File: config.mk
export PLATFORM = sky130hd
export DESIGN_NAME = handle_word_hash_mod
export DESIGN_NICKNAME = d
export VERILOG_FILES = /design/src/hwh_pkg.sv /design/src/hwh_div.sv /design/src/handle_word_hash_mod.sv
export SDC_FILE = /design/constraint.sdc
export NUM_CORES = 1
export LEC_CHECK = 0
export ABC_AREA = 1
export ABC_CLOCK_PERIOD_IN_PS = 4420
export BUFFER_PORTS_ARGS = -buffer_cell sky130_fd_sc_hd__buf_2
export CORE_UTILIZATION = 25
export DETAILED_ROUTE_END_ITERATION = 7
export PLACE_DENSITY = 0.49
export SYNTH_ARGS = -nofsm -noshare
export SYNTH_HDL_FRONTEND = slang
export SYNTH_SLANG_ARGS = --single-unit
File: constraint.sdc
create_clock -name clk_i -period 4.42 [get_ports clk_i]
set_input_delay 1.326 -clock clk_i [delete_from_list [all_inputs] [get_ports clk_i]]
set_output_delay 1.326 -clock clk_i [all_outputs]
set_load 0.01 [all_outputs]
File: src/hwh_pkg.sv
package hwh_pkg;

  localparam int unsigned WordW  = 32;
  localparam int unsigned CountW = 3;
  localparam int unsigned InDataW  = 40;
  localparam int unsigned OutDataW = 32;
  localparam int unsigned StepW  = 5;

  localparam logic [WordW-1:0] MixConst = 32'd1999;

  localparam logic [0:0] RegHashSeed  = 1'b0;
  localparam logic [0:0] RegTableSize = 1'b1;

  typedef struct packed {
    logic done;
  } div_stat_t;

  typedef enum logic [2:0] {
    StIdle = 3'b001,
    StDiv  = 3'b010,
    StWait = 3'b100
  } state_e;

endpackage

File: src/hwh_div.sv
module hwh_div (
  input  logic                         clk_i,
  input  logic                         rst_ni,
  input  logic                         start_i,
  input  logic [hwh_pkg::WordW-1:0]    dividend_i,
  input  logic [hwh_pkg::WordW-1:0]    divisor_i,
  output logic [hwh_pkg::WordW-1:0]    rem_o,
  output hwh_pkg::div_stat_t           stat_o
);

  logic [hwh_pkg::WordW-1:0] quo_q, quo_d;
  logic [hwh_pkg::WordW-1:0] rem_q, rem_d;
  logic [hwh_pkg::StepW-1:0] cnt_q, cnt_d;
  logic                      run_q, run_d;
  logic                      done_q, done_d;
  logic [hwh_pkg::WordW:0]   rem_sh;
  logic [hwh_pkg::WordW+1:0] diff;

  assign rem_sh = {rem_q, quo_q[hwh_pkg::WordW-1]};
  assign diff   = {1'b0, rem_sh} - {2'b00, divisor_i};

  always_comb begin
    quo_d  = quo_q;
    rem_d  = rem_q;
    cnt_d  = cnt_q;
    run_d  = run_q;
    done_d = 1'b0;
    if (start_i) begin
      quo_d = dividend_i;
      rem_d = '0;
      cnt_d = '0;
      run_d = 1'b1;
    end else if (run_q) begin
      // shift in next dividend bit, subtract when it fits
      quo_d = {quo_q[hwh_pkg::WordW-2:0], 1'b0};
      if (diff[hwh_pkg::WordW+1]) begin
        rem_d = rem_sh[hwh_pkg::WordW-1:0];
      end else begin
        rem_d = diff[hwh_pkg::WordW-1:0];
      end
      cnt_d = cnt_q + 1'b1;
      if (cnt_q == '1) begin
        run_d  = 1'b0;
        done_d = 1'b1;
      end
    end
  end

  always_ff @(posedge clk_i or negedge rst_ni) begin
    if (!rst_ni) begin
      cnt_q  <= '0;
      run_q  <= 1'b0;
      done_q <= 1'b0;
    end else begin
      cnt_q  <= cnt_d;
      run_q  <= run_d;
      done_q <= done_d;
    end
  end

  always_ff @(posedge clk_i) begin
    quo_q <= quo_d;
    rem_q <= rem_d;
  end

  assign rem_o       = rem_q;
  assign stat_o.done = done_q;

endmodule

File: src/handle_word_hash_mod.sv
// Handle word hash.
// Input stream (s_axis_*): one item per transfer, up to four handle bytes
// plus a byte count; tlast marks the final item of a handle.
// Output stream (m_axis_*): one hash index per handle, sent on the final item.
// Configuration: cfg_we_i writes register cfg_idx_i (0 seed, 1 table size)
// from cfg_data_i; writing the seed also restarts the running hash.
// Each item with bytes updates the running value and reduces it modulo the
// table size in a bit-serial restoring divider, one dividend bit per cycle:
// each item is accepted, stepped through the divider and written back.
// An item with zero bytes bypasses the divider.
// The hash index is registered once the divider has the last remainder
// and m_axis is free, or in the cycle after an empty final item is taken.
// A finished result waits in the output register while further items are
// taken; only a new final result stalls until the receiver takes the old one.
// Reset clears seed to zero, table size to one and empties the output.
module handle_word_hash_mod (
  input  logic                           clk_i,
  input  logic                           rst_ni,
  input  logic                           s_axis_tvalid,
  output logic                           s_axis_tready,
  // word_bytes [31:0], byte_count [34:32], zero fill [39:35]
  input  logic [hwh_pkg::InDataW-1:0]    s_axis_tdata,
  input  logic                           s_axis_tlast,
  output logic                           m_axis_tvalid,
  input  logic                           m_axis_tready,
  // hash_index [31:0]
  output logic [hwh_pkg::OutDataW-1:0]   m_axis_tdata,
  input  logic                           cfg_we_i,
  input  logic [0:0]                     cfg_idx_i,
  input  logic [hwh_pkg::WordW-1:0]      cfg_data_i
);

  hwh_pkg::state_e            state_q, state_d;
  logic [hwh_pkg::WordW-1:0]  seed_q, seed_d;
  logic [hwh_pkg::WordW-1:0]  size_q, size_d;
  logic [hwh_pkg::WordW-1:0]  sum_q, sum_d;
  logic                       last_q, last_d;
  logic                       out_vld_q, out_vld_d;
  logic [hwh_pkg::WordW-1:0]  out_q, out_d;

  logic [hwh_pkg::WordW-1:0]  in_word;
  logic [hwh_pkg::CountW-1:0] in_cnt;
  logic                       in_empty;
  logic [hwh_pkg::WordW-1:0]  packed_word;
  logic [hwh_pkg::WordW-1:0]  mix_val;
  logic                       out_free;
  logic                       accept;
  logic                       div_start;
  logic [hwh_pkg::WordW-1:0]  div_rem;
  hwh_pkg::div_stat_t         div_stat;

  assign in_word  = s_axis_tdata[hwh_pkg::WordW-1:0];
  assign in_cnt   = s_axis_tdata[hwh_pkg::WordW +: hwh_pkg::CountW];
  assign in_empty = (in_cnt == '0);
  assign out_free = !out_vld_q || m_axis_tready;

  always_comb begin
    if (in_cnt[2]) begin
      packed_word = in_word;
    end else begin
      case (in_cnt[1:0])
        2'd1:    packed_word = {24'd0, in_word[7:0]};
        2'd2:    packed_word = {16'd0, in_word[7:0], in_word[15:8]};
        2'd3:    packed_word = {8'd0, in_word[7:0], in_word[15:8], in_word[23:16]};
        default: packed_word = in_word;
      endcase
    end
  end

  assign mix_val = {sum_q[hwh_pkg::WordW-2:0], 1'b0} + sum_q
                 + {packed_word[hwh_pkg::WordW-3:0], 2'b00} + packed_word
                 + hwh_pkg::MixConst;

  assign s_axis_tready = (state_q == hwh_pkg::StIdle)
                       && !(s_axis_tlast && in_empty && !out_free);
  assign accept    = s_axis_tvalid && s_axis_tready;
  assign div_start = accept && !in_empty;

  hwh_div u_div (
    .clk_i      (clk_i),
    .rst_ni     (rst_ni),
    .start_i    (div_start),
    .dividend_i (mix_val),
    .divisor_i  (size_q),
    .rem_o      (div_rem),
    .stat_o     (div_stat)
  );

  always_comb begin
    state_d   = state_q;
    seed_d    = seed_q;
    size_d    = size_q;
    sum_d     = sum_q;
    last_d    = last_q;
    out_vld_d = out_vld_q;
    out_d     = out_q;

    if (out_vld_q && m_axis_tready) begin
      out_vld_d = 1'b0;
    end

    case (state_q)
      hwh_pkg::StIdle: begin
        if (accept) begin
          last_d = s_axis_tlast;
          if (!in_empty) begin
            state_d = hwh_pkg::StDiv;
          end else if (s_axis_tlast) begin
            out_d     = sum_q;
            out_vld_d = 1'b1;
            sum_d     = seed_q;
          end
        end
      end
      hwh_pkg::StDiv, hwh_pkg::StWait: begin
        if (div_stat.done || state_q == hwh_pkg::StWait) begin
          if (!last_q) begin
            sum_d   = div_rem;
            state_d = hwh_pkg::StIdle;
          end else if (out_free) begin
            out_d     = div_rem;
            out_vld_d = 1'b1;
            sum_d     = seed_q;
            state_d   = hwh_pkg::StIdle;
          end else begin
            // hold remainder until the output slot drains
            state_d = hwh_pkg::StWait;
          end
        end
      end
      default: begin
        state_d = hwh_pkg::StIdle;
      end
    endcase

    if (cfg_we_i) begin
      case (cfg_idx_i)
        hwh_pkg::RegHashSeed: begin
          seed_d = cfg_data_i;
          sum_d  = cfg_data_i;
        end
        hwh_pkg::RegTableSize: begin
          size_d = cfg_data_i;
        end
        default: begin
          size_d = size_q;
        end
      endcase
    end
  end

  always_ff @(posedge clk_i or negedge rst_ni) begin
    if (!rst_ni) begin
      state_q   <= hwh_pkg::StIdle;
      seed_q    <= '0;
      size_q    <= 32'd1;
      sum_q     <= '0;
      out_vld_q <= 1'b0;
    end else begin
      state_q   <= state_d;
      seed_q    <= seed_d;
      size_q    <= size_d;
      sum_q     <= sum_d;
      out_vld_q <= out_vld_d;
    end
  end

  always_ff @(posedge clk_i) begin
    last_q <= last_d;
    out_q  <= out_d;
  end

  assign m_axis_tvalid = out_vld_q;
  assign m_axis_tdata  = out_q;

endmodule
==> flow_summary_export.csv, run 1 <==
group,metric,value,unit
cells_and_area,utilization,32.6,%
critical_path,path_class,"primary input to register",
pwr,leakagePower,0.0101,uW
routing,vias,15200,
synth,ys.flop_type,"dfrtp_1",
job,cap_viol_max_count,0,
routing,initialDrtViolationCount,960,
timing,worst_slew_pin_slew,0.958,ns
placement,dpl_cell_area,18800,um^2
min_path,min-delay-path-class,"register to register",
synth,synth_fa_ha_area_share,15.0,%
routing,ant_nets,0,
cells_and_area,final_nets,2662,
cells_and_area,final_layout_size_suffix_gt1_share,20.9,%
placement,place_hpwl,42.8,mm
floorplanning,fp.coreArea,62200,um^2
clock_tree,root_buffer,"clkbuf_16",
routing,viasPerCell,4.64,
clock_tree,path_clk_slew,0.06,ns
synth,synth.top_cells.by_count,"623 x nand2_1, 369 x inv_1, 155 x nor2_1",
grt,grt_usage,17.3,%
synth,post-synth-top-count-cell,"nand2_1",
synth,avgSynthCellArea,7.22,um^2
routing,wl_per_cell,17.0,um
clock_tree,ctsHtreeMaxLevel,1,
timing,rsz0062_at_grt,"true",
timing,finalHoldViolations,0,
clock_tree,ctsLongestPathBuffers,3,
critical_path,cp_max_fo,4,
grt,grt_start_max_net_pins,65,
floorplanning,die_width,254,um
synth,synth_warnings,0,
synth,ys_top_cells_by_area,"dfrtp_1 17%, nand2_1 15%, edfxtp_1 12%, inv_1 8.7%, fa_1 7.7%",
critical_path,cp-end-kind,"register",
grt,antenna_found_initial,1,
timing,finClkSkew,0.0195,ns
clock_tree,cts.sinks,204,
timing,final_max_slew_viol_count,0,
synth,synth-seq-cells,204,
timing,fin_crit,4.44,ns
synth,synth_xor_area_share,1.71,%
synth,synth_simple_gate_area_share,25.6,%
grt,grt_first_pass_wirelength,86.3,mm
clock_tree,clock_latency,0.56,ns
floorplanning,ioPinCount,113,
timing,relSlewSlack,36.0,%
floorplanning,die-area,64500,um^2
synth,synth_nets,2431,
routing,firstDrtPassIters,5,
synth,netlist_instances,2198,
timing,max_clock_freq,225,MHz
synth,muxShareOfSynthArea,0,%
timing,finalCritPeriodShare,100,%
placement,gp_congestion,0.914,
cells_and_area,final_cell_count_no_fill,3287,
pwr,powerDensity,998,nW/um^2
clock_tree,numCtsBuffers,27,
synth,yosysTopAreaCell,"dfrtp_1",
timing,fin_ws,-0.0189,ns
cells_and_area,syn_to_final_growth,27.9,%
floorplanning,die_h,254,um
synth,netlist_area,15900,um^2
cells_and_area,antenna_cells,0,
placement,port_buffers,107,
timing,setup_viol,2,
synth,synth_top_family_by_area,"simple AND/OR/NAND/NOR gates",
grt,grt.overflow.total,0,
placement,dpl.cell_count,3228,
critical_path,crit_path_start_kind,"primary input",
cells_and_area,postLayoutCellArea,20300,um^2
synth,synth_top_area_share,16.6,%
floorplanning,rows,91,
status,violations,"negative setup slack",
status,outcome,"finished with violations",
floorplanning,start_util,25.5,%
critical_path,required,4.74,ns
synth,synth_edf_count,65,
timing,finalSetupTns,-0.0297,ns
grt,grt_pass1_vias,15700,
clock_tree,cts_tree,"yes",
routing,routed_wl,55.9,mm
critical_path,cp.arrival,4.75,ns
routing,route.detailed.drc,0,
synth,synth_compound_area_share,13.2,%
pwr,ir_drop,491,uV
synth,synthArstFlopShare,52.5,%
synth,yosysUniqueCellTypes,46,
synth,yosysSeqAreaShare,33.2,%
==> worst paths after layout <==
| path | slack [ns] | start | to | cells past startpoint |
|---|---|---|---|---|
| max in group asynchronous | 2.76 | rst_ni | size_q[17] | 2 |
| hold reg to reg | 0.49 | size_q[14] | size_q[14] | 2 |
| setup reg to reg | 0.75 | sum_q[10] | u_div.quo_q[16] | 16 |
| setup / recovery | -0.02 | s_axis_tdata[33] | u_div.quo_q[30] | 23 |
| hold / removal | 0.49 | size_q[14] | size_q[14] | 2 |
| min in group asynchronous | 0.83 | rst_ni | m_axis_tvalid | 1 |
==> cells in the final DEF, fill, tap and decap left out, drive strengths merged, types with 5 or more instances in the layout <==
cell type  netlist  layout
a21oi          112     112
nand2          626     626
nand3          130     130
nor3            14      14
nor2           158     158
xnor2           26      26
xor2             5       5
clkbuf          38      44
o21ai          179     179
nand4           19      19
fa              61      61
ha              93      93
a22oi           10      10
o22ai           69      69
o21bai           7       7
dfxtp           32      32
nand3b          22      22
buf             34     274
dfrtp          105     105
clkinv           1       5
edfxtp          65      65
inv            376     378
==> stage by stage <==
stage / worst slack, ns / hold slack [ns] / power, uW
global placement: -0.789 / 0.477 / 16500
finish: -0.0189 / 0.489 / 20300
floorplan: -0.0786 / 0.453 / 11500
detailed placement: -0.845 / 0.480 / 16600
CTS: 0.000736 / 0.494 / 18900
global route: -0.160 / 0.516 / 22200
==> final cells by class <==
| type | count | area (um^2) |
|---|---|---|
| fillers | 6632 | 41900 |
| multi-input cells | 1545 | 9760 |
| flip-flops and latches | 204 | 5270 |
| repair buffers | 274 | 1880 |
| inverters | 377 | 1460 |
| well taps | 837 | 1050 |
| clock buffers | 44 | 821 |
| clock inverters | 6 | 45.0 |
==> worst max-delay path, stage by stage <==
cell and delay [ns]:
buf_12 0.10, inv_8 0.04, nor2_4 0.19, buf_6 0.13, nand2_2 0.04, o21ai_2 0.06
a22oi_2 0.11, fa_2 0.58, inv_2 0.04, fa_2 0.35, fa_1 0.51, ha_4 0.34
nand2_4 0.08, nor2_4 0.08, nand2_1 0.07, nand2_2 0.10, nand2_2 0.07, nand2_4 0.10
nand3b_1 0.17, nand2_1 0.10, nand2_1 0.05, nand3_1 0.06, nand2_1 0.06
==> layer usage <==
metal | GRT usage [%] | vias up | part of all wire [%]
met5 | 0 | - | 0.016
met4 | 5.78 | 2 | 3.4
met3 | 1.66 | 105 | 3.5
met2 | 31.6 | 321 | 50
met1 | 21.1 | 7296 | 43
li1 | - | 7518 | -
==> logic make-up after synthesis <==
family                   after synthesis
AO/OA/AOI/OAI                        383
XOR/XNOR                              31
AND/OR/NAND/NOR                      977
adder cells (fa/ha/maj)              154
buffers and inverters                449
flip-flops                           204
==> sequential cells by signal (all words and copies together), names as in the netlist <==
register,flops
last_q,1
u_div.quo_q,32
sum_q,32
seed_q,32
u_div.cnt_q,5
state_q,3
u_div.rem_o,32
m_axis_tdata,32
size_q,32
u_div.stat_o,1
u_div.run_q,1
m_axis_tvalid,1
==> power by group <==
group / internal, uW / switching [uW] / leakage (uW)
clock network: 1270 / 892 / 0.000425
logic: 6590 / 8060 / 0.00737
registers: 2800 / 634 / 0.00226
total: 10700 / 9590 / 0.0101
==> what timing repair did <==
item	4_1_cts	5_1_grt
setup buffers	0	9
hold buffers	0	0
endpoints found under the setup margin	21	22
pin swaps	2	42
cloned	0	0
resized for setup	16	117
endpoints found under the hold margin	0	0
Note: power is estimated with default switching activity, not from simulation.
==> inputs of run 2 (changes only) <==
--- a/config.mk
+++ b/config.mk
@@ -10,7 +10,7 @@
 export BUFFER_PORTS_ARGS = -buffer_cell sky130_fd_sc_hd__buf_2
 export CORE_UTILIZATION = 25
 export DETAILED_ROUTE_END_ITERATION = 7
-export PLACE_DENSITY = 0.49
+export PLACE_DENSITY_LB_ADDON = 0.25
 export SYNTH_ARGS = -nofsm -noshare
 export SYNTH_HDL_FRONTEND = slang
 export SYNTH_SLANG_ARGS = --single-unit
==> run 2 against run 1 <==
Effect of this change: the run now ends clean; first-iteration DRC count shrank 1.1%; clock skew about the same; die area is the same; utilization rose by 0.24 points; cell count is 0.40% lower; worst setup slack improved by 0.045 ns.
==> flow_summary_export.csv, run 2 (synthesized netlist as in run 1, its figures left out) <==
group,metric,value,unit
routing,vias,15200,
critical_path,crit_top_cell,"nand2_1",
clock_tree,clock_latency,0.56,ns
floorplanning,ioPinCount,113,
clock_tree,cts_tree,"yes",
status,outcome,"finished, final reports clean",
timing,final_max_slew_viol_count,0,
timing,finalCritPeriodShare,99.4,%
cells_and_area,final_nets,2650,
timing,finClkSkew,0.0198,ns
routing,wl_per_cell,17.1,um
critical_path,r2r_setup_slack,0.63,ns
floorplanning,die_width,254,um
routing,firstDrtPassIters,6,
cells_and_area,final_layout_size_suffix_gt1_share,21.1,%
floorplanning,fp.coreArea,62200,um^2
critical_path,cp_max_fo,8,
routing,ant_nets,0,
cells_and_area,mostFrequentLayoutCells,"587 x nand2_1, 355 x inv_1, 147 x buf_4, 132 x nor2_1, 119 x o21ai_0",
clock_tree,root_buffer,"clkbuf_16",
timing,setup_viol,0,
cells_and_area,antenna_cells,0,
critical_path,crit_path_start_kind,"primary input",
routing,route.detailed.drc,0,
cells_and_area,multi_input_area,9920,um^2
job,cap_viol_max_count,0,
timing,finalSetupTns,0,ns
floorplanning,start_util,25.5,%
clock_tree,numCtsBuffers,26,
critical_path,timing.rr.start,"sum_q[9]",
cells_and_area,syn_to_final_growth,28.8,%
floorplanning,die-area,64500,um^2
timing,finalHoldViolations,0,
grt,grt_start_max_net_pins,85,
grt,grt.overflow.total,0,
critical_path,r2r_end,"u_div.quo_q[19]",
grt,grt_pass1_vias,15600,
clock_tree,path_clk_slew,0.06,ns
critical_path,critPathLaunch,"s_axis_tdata[33]",
timing,rsz0062_at_grt,"true",
routing,viasPerCell,4.65,
critical_path,critPathMaxStageDelay,0.57,ns
placement,gp_congestion,0.936,
critical_path,cp-end-kind,"register",
timing,fin_crit,4.39,ns
critical_path,worst-r2r-cell-count,14,
clock_tree,ctsHtreeMaxLevel,1,
timing,worst_slew_pin_slew,0.926,ns
routing,routed_wl,56.0,mm
timing,max_clock_freq,228,MHz
min_path,min-delay-path-class,"register to register",
floorplanning,die_h,254,um
cells_and_area,n_fill_cell,6745,
grt,antenna_found_initial,1,
placement,place_hpwl,42.8,mm
critical_path,required,4.73,ns
clock_tree,ctsLongestPathBuffers,3,
timing,relSlewSlack,38.2,%
floorplanning,rows,91,
grt,grt_first_pass_wirelength,87.9,mm
critical_path,cp-endpoint,"u_div.quo_q[28]",
placement,port_buffers,107,
critical_path,cpMaxStageDelayCell,"fa_1",
critical_path,cp.arrival,4.70,ns
routing,initialDrtViolationCount,949,
cells_and_area,seq_area,5270,um^2
cells_and_area,final_common_cell,"nand2_1",
critical_path,path_class,"primary input to register",
critical_path,path_cells,"buf_12 > inv_8 > nand2_8 > nand2_8 > clkinv_8 > buf_12 > o21ai_4 > buf_6 > fa_1 > fa_1 > ha_4 > ha_4 > nand2_2 > nor2_2 > inv_2 > nor3_4 > nand4_1 > nand2_1 > nand2_1 > nand3_1 > nand2_1",
clock_tree,cts.sinks,204,
grt,grt_usage,17.6,%
-- run 2: changes by cell type in the layout (fill, tap and decap cells not counted), moves of 6 or more --
cell	change
nand2_2	-6
ha_4	+9
ha_1	-7
buf_4	-10
-- run 2: critical path, delay by kind of cell --
family | cells | cell delay, ns
AND/OR/NAND/NOR | 10 | 1.06
AO/OA/AOI/OAI | 1 | 0.15
adder cells (fa/ha/maj) | 4 | 1.53
buffers and inverters | 6 | 0.61
-- run 2: layer usage --
metal / wire [um] / GRT usage, %
met5: 0 / 0
met4: 1570 / 4.61
met3: 2280 / 1.60
met2: 28000 / 31.5
met1: 24200 / 22.3
-- run 2: how the worst min path moves through the flow --
stage	from	endpoint	slack, ns	depth (start not counted)
final	size_q[7]	size_q[7]	0.49	2
after detailed placement	size_q[7]	size_q[7]	0.48	2
after global routing	size_q[0]	size_q[0]	0.51	2
after floorplan	size_q[11]	size_q[11]	0.45	2
after global placement	size_q[21]	size_q[21]	0.48	2
after CTS	size_q[7]	size_q[7]	0.50	2
-- run 2: cell type report --
| cell class | count | area share [%] |
|---|---|---|
| multi-input combinational | 1545 | 48.6 |
| sequential | 204 | 25.8 |
| tap | 837 | 5.12 |
| clock inverter | 10 | 0.539 |
| clock buffer | 38 | 3.86 |
| inverter | 377 | 7.18 |
| timing repair buffer | 263 | 8.94 |
-- run 2: through the flow --
stage / utilization, % / hold WS [ns] / instances / worst slack, ns / cell area (um^2)
2_1_floorplan: - / 0.453 / 2198 / -0.0786 / 16400
4_1_cts: 31.7 / 0.496 / 3259 / 0.00409 / 19700
6_report: 32.9 / 0.489 / 3274 / 0.0257 / 20400
3_5_place_dp: 30.1 / 0.482 / 3209 / -0.758 / 18700
5_1_grt: 32.9 / 0.514 / 3274 / -0.103 / 20400
3_3_place_gp: 30.1 / 0.477 / 3209 / -0.736 / 18700
-- run 2: what timing repair did --
action | CTS | global route
endpoints found under the setup margin | 20 | 21
pin swaps | 12 | 33
hold buffers | 0 | 0
setup buffers | 2 | 15
hold endpoints to repair | 0 | 0
gates resized for setup | 31 | 135
gates cloned | 0 | 0
Power of run 2 is left out: the tool's default activity adds up to more than one toggle a clock period on the data nets, which glitch-free logic cannot reach.
==> inputs of run 3 (changes only) <==
--- a/config.mk
+++ b/config.mk
@@ -9,7 +9,9 @@
 export ABC_CLOCK_PERIOD_IN_PS = 4420
 export BUFFER_PORTS_ARGS = -buffer_cell sky130_fd_sc_hd__buf_2
 export CORE_UTILIZATION = 25
+export CTS_CLUSTER_DIAMETER = 40
 export DETAILED_ROUTE_END_ITERATION = 7
+export GPL_TIMING_DRIVEN = 0
 export PLACE_DENSITY_LB_ADDON = 0.25
 export SYNTH_ARGS = -nofsm -noshare
 export SYNTH_HDL_FRONTEND = slang
==> run 3 against run 2 <==
Effect of this change: via count rose by 1.8%; cell count fell by 0.18%; hold slack improved by 0.0066 ns; die area did not move; flip-flop and latch count did not move; non-clock buffer count fell by 41; global-route usage rose by 1.3 points; clock-buffer cell count rose by 11; sequential share of layout area fell by 0.46 points.
==> flow_summary_export.csv, run 3 (synthesized netlist as in run 1, its figures left out) <==
group,metric,value,unit
cells_and_area,n_fill_cell,6737,
critical_path,required,4.74,ns
clock_tree,ctsLongestPathBuffers,3,
timing,finClkSkew,0.0286,ns
cells_and_area,antenna_cells,0,
clock_tree,root_buffer,"clkbuf_16",
timing,relSlewSlack,44.3,%
timing,rsz0062_at_grt,"true",
cells_and_area,final_layout_size_suffix_gt1_share,19.6,%
clock_tree,path_clk_slew,0.05,ns
critical_path,cp-end-kind,"register",
grt,grt_first_pass_wirelength,91.9,mm
routing,wl_per_cell,18.5,um
cells_and_area,final_nets,2628,
placement,port_buffers,107,
timing,max_clock_freq,229,MHz
placement,place_hpwl,48.2,mm
critical_path,crit_path_start_kind,"primary input",
cells_and_area,syn_to_final_growth,31.2,%
routing,viasPerCell,4.75,
grt,antenna_found_initial,3,
critical_path,path_cells,"buf_12 > inv_8 > nor2_4 > buf_6 > nand2_2 > o21ai_2 > a22oi_2 > fa_2 > fa_1 > inv_2 > fa_1 > ha_4 > inv_4 > o21ai_4 > nand2_1 > nand2_2 > nand2_2 > nand2_4 > nand3_2 > nand2_1 > nand2_1 > nand3_2 > nand2_1",
floorplanning,die_h,254,um
timing,worst_slew_pin_slew,0.836,ns
routing,vias,15500,
min_path,min-delay-path-class,"register to register",
grt,grt_usage,18.9,%
timing,final_max_slew_viol_count,0,
routing,ant_nets,0,
timing,setup_viol,0,
placement,dpl_cell_area,18000,um^2
clock_tree,ctsHtreeMaxLevel,2,
floorplanning,ioPinCount,113,
critical_path,cp.arrival,4.69,ns
job,cap_viol_max_count,0,
critical_path,crit_top_cell,"nand2_1",
routing,firstDrtPassIters,6,
cells_and_area,postLayoutCellArea,20800,um^2
cells_and_area,mostFrequentLayoutCells,"579 x nand2_1, 356 x inv_1, 133 x nor2_1, 125 x o21ai_0, 121 x buf_2",
clock_tree,cts_tree,"yes",
timing,fin_crit,4.38,ns
routing,initialDrtViolationCount,1164,
floorplanning,die-area,64500,um^2
critical_path,critPathMaxStageDelay,0.56,ns
timing,finalCritPeriodShare,99.0,%
grt,grt.overflow.total,0,
cells_and_area,final_common_cell,"nand2_1",
placement,gp_congestion,0.913,
floorplanning,rows,91,
floorplanning,fp.coreArea,62200,um^2
grt,grt_start_max_net_pins,85,
floorplanning,die_width,254,um
timing,finalHoldViolations,0,
status,outcome,"finished, final reports clean",
clock_tree,cts.sinks,204,
critical_path,cpMaxStageDelayCell,"fa_1",
grt,grt_pass1_vias,15700,
clock_tree,clock_latency,0.59,ns
routing,route.detailed.drc,0,
routing,routed_wl,60.5,mm
clock_tree,numCtsBuffers,45,
critical_path,cp_max_fo,4,
critical_path,path_class,"primary input to register",
floorplanning,start_util,25.5,%
run 3: repair_timing:
item                                    CTS  global route
resized for setup                        69           115
endpoints found under the setup margin   18            22
hold buffers                              0             0
pin swaps                                32            75
cloned                                    1             1
setup buffers                            13            28
run 3: routing by layer:
layer,part of all wire [%],wire (um),up-vias,GRT usage [%]
li1,-,-,7489,-
met1,41,24900,7464,23.3
met2,50,30500,456,33.8
met3,5.3,3180,104,2.37
met4,3.2,1950,0,6.04
met5,0,0,-,0
run 3: final cells by class:
class | count | area (um^2) | share of cell area (%)
timing repair buffer | 151 | 948 | 4.56
tap | 837 | 1050 | 5.03
inverter | 377 | 1470 | 7.07
clock inverter | 34 | 420 | 2.02
multi-input combinational | 1545 | 10100 | 48.3
sequential | 204 | 5270 | 25.3
clock buffer | 49 | 1170 | 5.63
buffer | 71 | 418 | 2.01
run 3: metrics by stage:
| step | setup TNS [ns] | instances | utilization (%) | setup slack, ns | hold slack [ns] |
|---|---|---|---|---|---|
| 2_1_floorplan | -0.341 | 2198 | - | -0.0786 | 0.453 |
| 3_3_place_gp | -25.49 | 3142 | 28.9 | -0.984 | 0.472 |
| 3_5_place_dp | -19.05 | 3143 | 29.0 | -1.01 | 0.479 |
| 4_1_cts | 0 | 3240 | 32.3 | 0.000804 | 0.494 |
| 5_1_grt | -0.697 | 3268 | 33.5 | -0.104 | 0.509 |
| 6_report | 0 | 3268 | 33.5 | 0.0442 | 0.495 |
run 3: worst max-delay path: cells and delay by family:
family | cells | cell delay [ns]
and+or+nand+nor | 11 | 0.94
buffers and inverters | 5 | 0.36
adders and majority gates | 4 | 1.74
AOI/OAI and AO/OA | 3 | 0.32
run 3: final timing paths:
check	start	slack (ns)	end	depth (start not counted)
max reg2reg	sum_q[3]	0.79	u_div.quo_q[15]	16
min reg2reg	size_q[3]	0.50	size_q[3]	2
min in group asynchronous	rst_ni	0.60	seed_q[29]	1
min	size_q[3]	0.50	size_q[3]	2
max in group asynchronous	rst_ni	3.05	size_q[12]	2
max	s_axis_tdata[33]	0.04	u_div.quo_q[23]	23
Power of run 3 is left out for the same reason.
